===== config.mk =====
export PLATFORM = sky130hd
export DESIGN_NAME = asp_ram
export DESIGN_NICKNAME = d
export VERILOG_FILES = /design/src/rtl/asp_ram.sv
export SDC_FILE = /design/constraint.sdc
export NUM_CORES = 1
export LEC_CHECK = 0
export BUFFER_PORTS_ARGS = -buffer_cell sky130_fd_sc_hd__buf_4
export CORE_MARGIN = 2
export CORE_UTILIZATION = 35
export DETAILED_ROUTE_END_ITERATION = 16
export PLACE_DENSITY = 0.6
export SYNTH_ARGS = -nofsm -noshare
export SYNTH_HDL_FRONTEND = slang
export SYNTH_SLANG_ARGS = --single-unit

===== constraint.sdc =====
create_clock -name clk -period 3 [get_ports clk]
set_clock_uncertainty 0.05 [all_clocks]
set_input_delay 0 -clock clk [delete_from_list [all_inputs] [get_ports clk]]
set_output_delay 0 -clock clk [all_outputs]
set_load 0.05 [all_outputs]

===== src/rtl/asp_ram.sv =====
// ----------------------------------------------------------------------------
// asp_ram
// generic single write port, single read port ram with registered read
// ----------------------------------------------------------------------------
module asp_ram #(
  parameter int unsigned WIDTH = 8,
  parameter int unsigned DEPTH = 64
) (
  input  logic                     clk,
  input  logic                     we,
  input  logic [$clog2(DEPTH)-1:0] waddr,
  input  logic [WIDTH-1:0]         wdata,
  input  logic [$clog2(DEPTH)-1:0] raddr,
  output logic [WIDTH-1:0]         rdata
);

  logic [WIDTH-1:0] mem [DEPTH];

  always_ff @(posedge clk) begin
    if (we) begin
      mem[waddr] <= wdata;
    end
    rdata <= mem[raddr];
  end

endmodule


* After elaboration in Yosys (flattened, before gate mapping)
Memories as Yosys holds them, arrays and structs flattened. A register that Yosys moved wholly into a read port is not among the register bits.
Cells that the tools add are included.
** Storage, ports and cells
- Bits in registers :: 0
- Bits in writable memories :: 512
- Logic and storage cells :: 3
- Memories :: 1
** Cells by class
- Muxes and demuxes :: 2
** Memory list
- mem :: words 64, width 8, read ports 1, clocked after Yosys merged registers in 1, wr ports 1, RTL line 17 : logic [WIDTH-1:0] mem [DEPTH];
** Operator list (count)
- 2-to-1 mux 1 bit :: 2

* Logic depth before layout (Yosys ltp)
- Word-level depth :: 2
- Mapped depth :: 9
- Mapped depth without buffers :: 5

* Least setup slack after synthesis
No wires, ideal clock.
- Path type :: reg2reg
- Start :: memory mem[29][4]
- End :: register rdata[4], read port of mem
- Library setup time :: 0.132 ns
- Arrival time :: 1.560 ns
- Required time :: 2.818 ns
- Slack :: 1.258 ns
- Cell stages (with the launch flop) :: 6
- Buffers on the path :: 0
- Cells stage by stage :: edfxtp_1 > mux4_2 > mux2_2 > o221a_2 > nor3_1 > o32ai_1
** RTL lines
- from (decl) :: RTL line 17
- to (decl) :: RTL line 14 : output logic [WIDTH-1:0] rdata

==> flow_summary.toml <==
[synth]
synth_warnings = 0
synthAdderAreaFrac_pct = 0
synth_compound_area_share_pct = 2.07
synthDistinctLibCells = 40
netlist_area_um2 = 20200
yosysSeqAreaShare_pct = 77.0
syn_inst = 940
synthXorXnorAreaFrac_pct = 0
synth_simple_gate_area_share_pct = 3.39
syn_area_per_cell_um2 = 21.5
synth_top_family_by_area = "multiplexers"
ys_ff_latch = 520
synthMuxAreaShare_pct = 15.9
syn-num-nets = 962

[floorplan]
die_w_um = 244
dieArea_um2 = 59600
die_height_um = 244
core_um2 = 56700
num_rows = 87
io_pins = 30
start_util_pct = 35.6

[drt]
avgViaCountPerCell = 5.22
drc_errors = 0
routedWlPerCell_um = 24.8
wirelength_um = 45800
drt_iter0_markers = 959
first_pass_iters = 5
antenna_left = 0
dr_total_vias = 9648

[power]
finalPower_mw = 14.8
ir_worst_vdd_uv = 472
static-leakage-power_nw = 7.30
power.density_nw_per_um2 = 635

[cells_and_area]
diodes = 0
nets = 1077
fin_util_pct = 41.1
area_delta_synth_final_pct = 15.5
stdcell_count = 1849
final_layout_size_suffix_gt1_share_pct = 27.8
final_cell_mix = "edfxtp_1, mux4_2, buf_4"
design_area_um2 = 23300
final_common_cell = "edfxtp_1"
fillers = 4915

[job]
cap_violations = 0

[sta]
setup_violations = 0
timing.fmax_mhz = 419
finalHoldWorstSlack_ns = 0.0343
finalSetupTns_ns = 0
slew_violations = 0
hold_viol = 0
rsz0062_at_grt = "false"
worst_slack_ns = 0.615
tightest_slew_ns = 0.880
fin_crit_ns = 2.39
timing.final.crit_share_pct = 79.5
relSlewSlack_pct = 41.1

[setup_path]
rr_worst_depth = 6
cp.buffers_inverters = 1
cpMostUsedCell = "mux4_2"
endpoint_kind = "register"
ff2ff_setup_slack_ns = 0.61
cp-startpoint = "mem[2][1]"
path_depth = 6
path_class = "register to register"
arrival_ns = 2.80
r2r-start = "mem[2][1]"
slowest_stage = "dlygate4sd3_1"
required_ns = 3.42
path_delay_family = "multiplexers"
cp_slowest_stage_delay_ns = 0.54
worstPathCellList = "mux4_2 -> mux4_2 -> nor2_1 -> nor3_1 -> o2bb2ai_1 -> dlygate4sd3_1"
worstSetupStartpointType = "register"
crit_fanout = 1
r2r-end = "rdata[1]"

[global_routing]
grt_usage_pct = 15.6
grt-ovfl-total = 0
grt_max_degree = 65
grt_pass1_wl_um = 68100
grt_pass1_vias = 9979
antenna_found_initial = 0

[clock_tree]
cts_tree = "yes"
clock-root-buffer = "clkbuf_16"
cts_max_level = 2
ctsResizeCount = 0
postCtsSetupRepairBufs = 0
clkTransAtPathRegs_ns = 0.06
clkSinkCount = 520
cts_made_buffers = 49
cts-hold-fix-buffers = 14
cts_buffer_depth = 3
clkLatencyLatePin_ns = 0.58

[placed_design]
place_area_um2 = 21600
hpwl_um = 28200
dp_slack_ns = 0.678
gp_congestion = 0.797
placed_cells = 1746
portBuffers = 29

[outcome]
status = "completed"

[hold_path]
min_to = "mem[48][1]"
holdPathStages = 3
hold_class = "primary input to register"
hold_start = "we"
[worst reg2reg max path, cell delays in order (launching register included)]
cell and delay, ns:
edfxtp_1 0.36, mux4_2 0.51, mux4_2 0.51, nor2_1 0.12, nor3_1 0.06, o2bb2ai_1 0.12, dlygate4sd3_1 0.54
[flip-flops by register name, summed over array words and instances, names as in the netlist]
| signal | cells |
|---|---|
| mem | 512 |
| rdata | 8 |
[cell type report]
class / instances / area, um^2 / area share, %
clock buffers: 65 / 1300 / 5.57
clock inverters: 24 / 205 / 0.881
multi-input cells: 369 / 4320 / 18.5
flip-flops and latches: 520 / 15500 / 66.7
well taps: 756 / 946 / 4.06
repair buffers: 115 / 992 / 4.26
[power breakdown]
part	switching [mW]	internal, mW	leakage [nW]
clock	2.53	3.37	0.735
sequential	0.0266	8.04	4.67
combinational	0.518	0.317	1.89
total	3.08	11.7	7.30
[how the worst max path moves through the flow]
stage | slack [ns] | end
4_1_cts | 0.60 | rdata[1]
3_5_place_dp | 0.68 | rdata[4]
6_report | 0.61 | rdata[1]
2_1_floorplan | 1.26 | rdata[4]
3_3_place_gp | 0.71 | rdata[4]
5_1_grt | 0.54 | rdata[1]
[kinds of logic after synthesis]
| group | after synthesis |
|---|---|
| AOI/OAI and AO/OA | 54 |
| buffers and inverters | 51 |
| DFF | 520 |
| muxes | 162 |
| and+or+nand+nor | 153 |
[cells in the mapped netlist, drive strengths merged]
cell type	count	area share, %
nand2	19	0.35
o41ai	2	0.087
o21a	2	0.074
o32ai	2	0.087
o22ai	8	0.25
mux4	126	14
o221a	2	0.11
a31oi	1	0.031
nor3	7	0.17
and2	1	0.031
o21ai	4	0.099
clkbuf	17	0.32
nor4	2	0.062
nand3	13	0.32
a2111oi	2	0.087
a21oi	3	0.074
o2bb2ai	3	0.13
nor2	83	1.5
a22oi	3	0.11
a211oi	4	0.15
nor2b	14	0.43
buf	34	1.3
mux2	13	0.73
nand2b	7	0.22
o2111ai	3	0.13
a221oi	6	0.26
nand4	2	0.062
o311ai	1	0.043
mux2i	23	1.1
or3	1	0.031
edfxtp	512	76
dfxtp	8	0.79
o221ai	8	0.35
nand4b	1	0.043
nand3b	3	0.11
[metal layers]
layer,part of all wire (%),vias to the layer above,track usage (%)
li1,-,4152,-
met1,45,5141,22.2
met2,47,288,24.7
met3,5.4,67,2.41
met4,2.7,0,5.29
met5,0,-,0
Note: power is estimated with default switching activity, not from simulation.
