**src/rtl/asp_pkg.sv**
```systemverilog
// ----------------------------------------------------------------------------
// asp_pkg
// shared types, widths and the entry ordering rule for the anchor suppressor
// ----------------------------------------------------------------------------
package asp_pkg;

  localparam int unsigned THR_W     = 24;
  localparam int unsigned FRAC_BITS = 16;
  localparam int unsigned POS_W     = 32;
  localparam int unsigned TDATA_W   = 112;

  // first member is the most significant, so read_id sits in the low bits
  typedef struct packed {
    logic [POS_W-1:0]  qry_pos;
    logic [POS_W-1:0]  ref_pos;
    logic signed [15:0] score;
    logic [9:0]        chrom_id;
    logic [15:0]       read_id;
  } entry_t;

  localparam int unsigned ENTRY_W = $bits(entry_t);

  // true when a must be placed strictly ahead of b
  function automatic logic goes_before(entry_t a, entry_t b);
    logic res;
    if (a.read_id != b.read_id) begin
      res = a.read_id < b.read_id;
    end else if (a.score != b.score) begin
      res = a.score > b.score;
    end else if (a.ref_pos != b.ref_pos) begin
      res = a.ref_pos < b.ref_pos;
    end else begin
      res = a.qry_pos < b.qry_pos;
    end
    return res;
  endfunction

endpackage

```
**src/rtl/asp_slope.sv**
```systemverilog
// ----------------------------------------------------------------------------
// asp_slope
// shared slope test: |dr - dq| * 2^16 <= thr * |dq|, three register stages
// ----------------------------------------------------------------------------
module asp_slope (
  input  logic                         clk,
  input  logic                         rst_n,
  input  logic                         start,
  input  logic [asp_pkg::POS_W-1:0]    a_ref,
  input  logic [asp_pkg::POS_W-1:0]    a_query,
  input  logic [asp_pkg::POS_W-1:0]    b_ref,
  input  logic [asp_pkg::POS_W-1:0]    b_query,
  input  logic [asp_pkg::THR_W-1:0]    thr,
  output logic                         done,
  output logic                         close
);

  localparam int unsigned PW  = asp_pkg::POS_W;
  localparam int unsigned NW  = PW + 1 + asp_pkg::FRAC_BITS;
  localparam int unsigned DW  = PW + asp_pkg::THR_W;

  logic signed [PW:0]   dr, dq;
  logic signed [PW+1:0] dd;

  logic          s1_vld_r, s2_vld_r, s3_vld_r;
  logic [PW:0]   s1_absd_r;
  logic [PW-1:0] s1_absq_r;
  logic          s1_zero_r, s2_zero_r;
  logic [NW-1:0] s2_num_r;
  logic [DW-1:0] s2_den_r;
  logic          s3_close_r;

  assign dr = $signed({1'b0, a_ref}) - $signed({1'b0, b_ref});
  assign dq = $signed({1'b0, a_query}) - $signed({1'b0, b_query});
  assign dd = {dr[PW], dr} - {dq[PW], dq};

  always_ff @(posedge clk) begin
    if (!rst_n) begin
      s1_vld_r <= 1'b0;
      s2_vld_r <= 1'b0;
      s3_vld_r <= 1'b0;
    end else begin
      s1_vld_r <= start;
      s2_vld_r <= s1_vld_r;
      s3_vld_r <= s2_vld_r;
    end
    s1_absd_r  <= dd[PW+1] ? (PW+1)'(0) - dd[PW:0] : dd[PW:0];
    s1_absq_r  <= dq[PW] ? PW'(0) - dq[PW-1:0] : dq[PW-1:0];
    s1_zero_r  <= dq == '0;
    s2_num_r   <= {s1_absd_r, {asp_pkg::FRAC_BITS{1'b0}}};
    s2_den_r   <= DW'(thr) * DW'(s1_absq_r);
    s2_zero_r  <= s1_zero_r;
    s3_close_r <= !s2_zero_r && (DW'(s2_num_r) <= s2_den_r);
  end

  assign done  = s3_vld_r;
  assign close = s3_close_r;

endmodule

```
**config.mk**
```make
export PLATFORM = sky130hd
export DESIGN_NAME = asp_slope
export DESIGN_NICKNAME = d
export VERILOG_FILES = /design/src/rtl/asp_pkg.sv /design/src/rtl/asp_slope.sv
export SDC_FILE = /design/constraint.sdc
export NUM_CORES = 2
export LEC_CHECK = 0
export BUFFER_PORTS_ARGS = -buffer_cell sky130_fd_sc_hd__buf_2
export CAP_MARGIN = 25
export CORE_AREA = 3 3 388 275
export CTS_BUF_LIST = sky130_fd_sc_hd__clkbuf_4 sky130_fd_sc_hd__clkbuf_8 sky130_fd_sc_hd__clkbuf_16
export DETAILED_ROUTE_END_ITERATION = 10
export DIE_AREA = 0 0 391 278
export PLACE_DENSITY_LB_ADDON = 0.12
export SETUP_SLACK_MARGIN = 0.05
export SLEW_MARGIN = 25
export SYNTH_ARGS = -nofsm -noshare
export SYNTH_HDL_FRONTEND = slang
export SYNTH_SLANG_ARGS = --single-unit
export TNS_END_PERCENT = 20
```
**constraint.sdc**
```tcl
create_clock -name clk -period 30 [get_ports clk]
set_input_delay 9 -clock clk [delete_from_list [all_inputs] [get_ports clk]]
set_output_delay 9 -clock clk [all_outputs]
set_load 0.01 [all_outputs]
```
== Yosys cells after proc, flatten, opt, wreduce, memory -nomap -nowiden ==
Index checks and enable logic that the tools add are counted.
Operators by class
  $add $sub $neg: 5
  $mul: 1
  order comparisons: 1
  mux-type cells: 2
  reduce and logical (&&, ||, !) cells: 3
Operator list (number)
  subtractor 32 x 32 -> 33 bit: 2
  <= comparator 49 x 56 -> 1 bit: 1
  multiplier 24 x 32 -> 56 bit: 1
  subtractor 33 x 33 -> 34 bit: 1
  logical NOT 33 bit: 1
  two-way mux 33 bit: 1
  subtractor 1 x 33 -> 33 bit (first input constant): 1
  two-way mux 32 bit: 1
  subtractor 1 x 32 -> 32 bit (first input constant): 1
  logical AND 1 bit: 1
  logical NOT 1 bit: 1
Storage, ports and cells
  flip-flop bits (word level): 160
  input bits: 155
  output and inout port bits: 2
  logic and storage cells: 22

== Logic depth before layout (Yosys ltp) ==
  depth after elaboration: 4
  mapped depth: 28
  mapped depth without buffers: 26

== Worst setup path after synthesis ==
No wires, ideal clock.
  path kind: input port to flip-flop
  from: in thr[3] (netlist bit)
  to: reg s2_den_r[48]
  setup time: 128 ps
  arrival time: 15585 ps
  required time: 29872 ps
  slack: 14287 ps
  stages: 26
  buffers on the path: 2
  cell sequence: clkbuf_1 > nand2_1 > fa_1 > inv_1 > fa_1 > inv_1 > fa_1 > fa_1 > inv_1 > fa_1 > fa_1 > inv_1 > fa_1 > inv_1 > ha_1 > clkbuf_1 > a21o_1 > a221o_1 > a21oi_1 > o31a_1 > o41ai_1 > a41oi_1 > o22ai_1 > o41ai_1 > o21ai_0 > xor2_1
Between the ends
  longest elaborated chain between the ends: 1
Ends and longest elaborated chain
  start: declaration: RTL line asp_slope.sv:13  | input logic [asp_pkg::THR_W-1:0] thr,
  multiplier 24 x 32 -> 56 bit: RTL line asp_slope.sv:51  | s2_den_r <= DW'(thr) * DW'(s1_absq_r);
  end signal: assignment: RTL line asp_slope.sv:51
  end: declaration: RTL line asp_slope.sv:30  | logic [DW-1:0] s2_den_r;
No other way between the ends.
A chain may end at the register's enable or synchronous reset.

== Worst setup path in the final report ==
Ends and elaborated chain as after synthesis.

==> impl_metrics.py <==
metrics = {
    "routing": {
        "routed_wl_um": 102000,
        "remaining_drc_errors": 0,
        "vias": 27479,
        "wl_per_cell_um": 18.2,
        "viasPerCell": 4.93,
        "dr.pass1.iters": 5,
        "drt_iter0_markers": 1475,
        "ant_nets": 0,
    },
    "die": {
        "die_h_um": 278,
        "coreArea_um2": 104000,
        "chipWidth_um": 391,
        "die_area_um2": 109000,
        "start_util": 0.347,
        "pin_count": 157,
        "std_cell_rows": 99,
    },
    "global_routing": {
        "grt_max_degree": 33,
        "grt_pass1_vias": 28522,
        "gr-usage-all-layers": 0.191,
        "gr-total-overflow": 0,
        "antenna_found_initial": 7,
        "grt_pass1_wl_um": 163000,
    },
    "sta": {
        "hold_viol": 0,
        "max_freq_mhz": 59.0,
        "whs_ps": 310,
        "drv_slew": 0,
        "slew_headroom": 0.296,
        "final.setup.tns_ps": 0,
        "rsz0062_at_grt": "no",
        "layout_setup_ws_ps": 13050,
        "skew_ps": 28.6,
        "setup_violations": 0,
        "finalCriticalPeriod_ps": 16950,
        "min_period_over_period": 0.565,
        "tightest_slew_ps": 1060,
    },
    "clock_network": {
        "clock_sinks": 160,
        "ctsLongestPathBuffers": 3,
        "cts_setup_buffers": 0,
        "cts_buffers": 25,
        "cts_hold_buffers": 0,
        "worstSkewPairLatency_ps": 490,
        "cts_tree": "built",
        "htreeDepth": 4,
        "cts-resized-gates": 0,
        "cts.clk_slew.worst_paths_ps": 70,
        "cts_root_buf": "clkbuf_16",
    },
    "placed_design": {
        "place.gp.congestion": 0.858,
        "dp_slack_ps": 12580,
        "dpl.cell_count": 5540,
        "dpl.hpwl_um": 83000,
        "io_buffers": 156,
    },
    "critical_path": {
        "cp.arrival_ps": 17320,
        "crit_path_end_kind": "flip-flop",
        "worstSetupPathType": "primary input to flip-flop",
        "required_ps": 30370,
        "cp_max_fo": 32,
        "cp-start-kind": "primary input",
    },
    "final_layout": {
        "layout-drive-gt1-share": 0.0622,
        "final_cells": 5575,
        "nNetsFinal": 5334,
        "area_growth_pct": 7.72,
    },
    "yosys": {
        "avgSynthCellArea_um2": 8.63,
        "ys_top_cells_by_area": "fa_1 (37%), ha_1 (11%), inv_1 (9.1%)",
        "ys_warn_count": 0,
        "netlist_area_um2": 36000,
        "synth_top_area_frac": 0.368,
        "synth_top_area_cell": "fa_1",
        "synth-edff-count": 0,
        "synth_seq_area_share": 0.0891,
        "synthArstFlopShare": 0,
        "synth-seq-cells": 160,
        "ys.flop_type": "dfxtp_1",
        "ys_types": 81,
        "netlist_instances": 4166,
        "syn_nets": 5296,
    },
    "flow_run": {
        "max_cap_viol_count": 0,
    },
    "min_path": {
        "worstHoldPathType": "flip-flop to flip-flop",
    },
    "status": {
        "status": "finished, final reports clean",
    },
}
[stage by stage]
stage / instance area (um2) / utilization
detailed placement: 38000 / 0.367
global placement: 38000 / 0.367
finish: 38700 / 0.374
global route: 38700 / 0.374
floorplan: 36000 / -
CTS: 38700 / 0.374
[area by class of cell]
cell class / instances / area (um2)
fillers: 10878 / 64800
clock inverters: 3 / 23.8
well taps: 1363 / 1710
flip-flops and latches: 160 / 3210
diodes: 3 / 7.51
inverters: 868 / 3260
clock buffers: 29 / 668
repair buffers: 194 / 1070
multi-input cells: 2955 / 28800
[cells by family (layout without fill, tap and decap cells)]
| group | count (synthesis) | after routing | synth area share |
|---|---|---|---|
| other | 0 | 3 | 0 |
| adder cells (fa/ha/maj) | 975 | 975 | 0.477 |
| XOR/XNOR | 189 | 189 | 0.0468 |
| AO/OA/AOI/OAI | 572 | 572 | 0.104 |
| AND/OR/NAND/NOR | 1214 | 1214 | 0.171 |
| buffers and inverters | 1051 | 1094 | 0.110 |
| multiplexers | 5 | 5 | 0.00153 |
| flip-flops | 160 | 160 | 0.0891 |
[cells in the mapped netlist (4+ instances only)]
| library cell | n |
|---|---|
| nor2_1 | 112 |
| or3_1 | 11 |
| a211o_1 | 7 |
| o21ai_0 | 110 |
| nand4_1 | 25 |
| a221oi_1 | 11 |
| nand2b_1 | 24 |
| o31a_1 | 4 |
| a2111oi_0 | 4 |
| nand3_1 | 43 |
| xnor2_1 | 131 |
| inv_1 | 867 |
| xor2_1 | 56 |
| a21o_1 | 83 |
| and2_1 | 427 |
| a211oi_1 | 19 |
| nor3_1 | 31 |
| dfxtp_1 | 160 |
| nand4b_1 | 4 |
| nor4_1 | 13 |
| o21bai_1 | 22 |
| a21oi_1 | 157 |
| o211ai_1 | 24 |
| a41oi_1 | 5 |
| and3_1 | 17 |
| o31ai_1 | 12 |
| clkbuf_1 | 176 |
| o2111ai_1 | 9 |
| a21boi_0 | 7 |
| mux2_2 | 4 |
| ha_1 | 314 |
| a31o_2 | 4 |
| fa_1 | 661 |
| or2_2 | 9 |
| o21a_1 | 26 |
| o41ai_1 | 4 |
| a311oi_1 | 6 |
| nor2b_1 | 19 |
| a31oi_1 | 26 |
| nand2_1 | 464 |
[placed cells by master, fill, tap and decap left out, types with 9 or more instances in the layout]
master,instances
a21o_1,83
or2_2,9
nor4_1,12
buf_2,156
o31ai_1,12
ha_1,314
nor3_1,31
xnor2_1,131
a21oi_1,156
a221oi_1,11
dfxtp_1,158
and2_1,427
o21bai_1,22
xor2_1,56
a31oi_1,26
buf_4,38
or3_1,11
o2111ai_1,9
nor2_1,112
nand2_1,464
a211oi_1,19
nand3_1,43
o211ai_1,24
clkbuf_16,25
inv_1,867
o21a_1,26
and3_1,17
nand2b_1,24
nor2b_1,19
nand4_1,25
fa_1,661
o21ai_0,110
[path summary, 6_finish.rpt]
path	startpoint	to	slack, ps	cells after the start
max reg2reg	s1_absq_r[10]	s2_den_r[48]	21480	24
min reg2reg	s1_absd_r[25]	s2_num_r[41]	310	0
min	s1_absd_r[25]	s2_num_r[41]	310	0
max	thr[3]	s2_den_r[48]	13050	24
[worst max-delay path, cell delays in order]
cell and delay (ps):
buf_2 670, nand2_1 190, fa_1 530, fa_1 490, inv_1 50, fa_1 560
ha_1 160, inv_1 50, fa_1 480, inv_1 60, fa_1 550, fa_1 430
ha_1 350, and3_1 240, a221o_1 370, a221oi_1 510, nand2b_1 220, o41ai_1 120
buf_4 180, a41oi_1 630, o22ai_1 270, o41ai_1 760, o21ai_0 250, xor2_1 180
[sequential cells by signal, summed over array words and instances, names as in the netlist]
signal and cells:
s2_num_r 33, s2_den_r 56, done 1, s1_vld_r 1, s1_absd_r 33, s1_absq_r 32, s1_zero_r 1, s2_vld_r 1
s2_zero_r 1, close 1
[layer usage]
| layer | vias to the layer above | global-route usage | wire, um |
|---|---|---|---|
| met3 | 36 | 0.0214 | 4120 |
| met2 | 488 | 0.311 | 47100 |
| li1 | 12935 | - | - |
| met4 | 0 | 0.0108 | 416 |
| met5 | - | 0 | 0 |
| met1 | 14020 | 0.284 | 49900 |
Power is not shown: default switching activity piles up to over one toggle a cycle in this logic, so the estimate is an artifact.
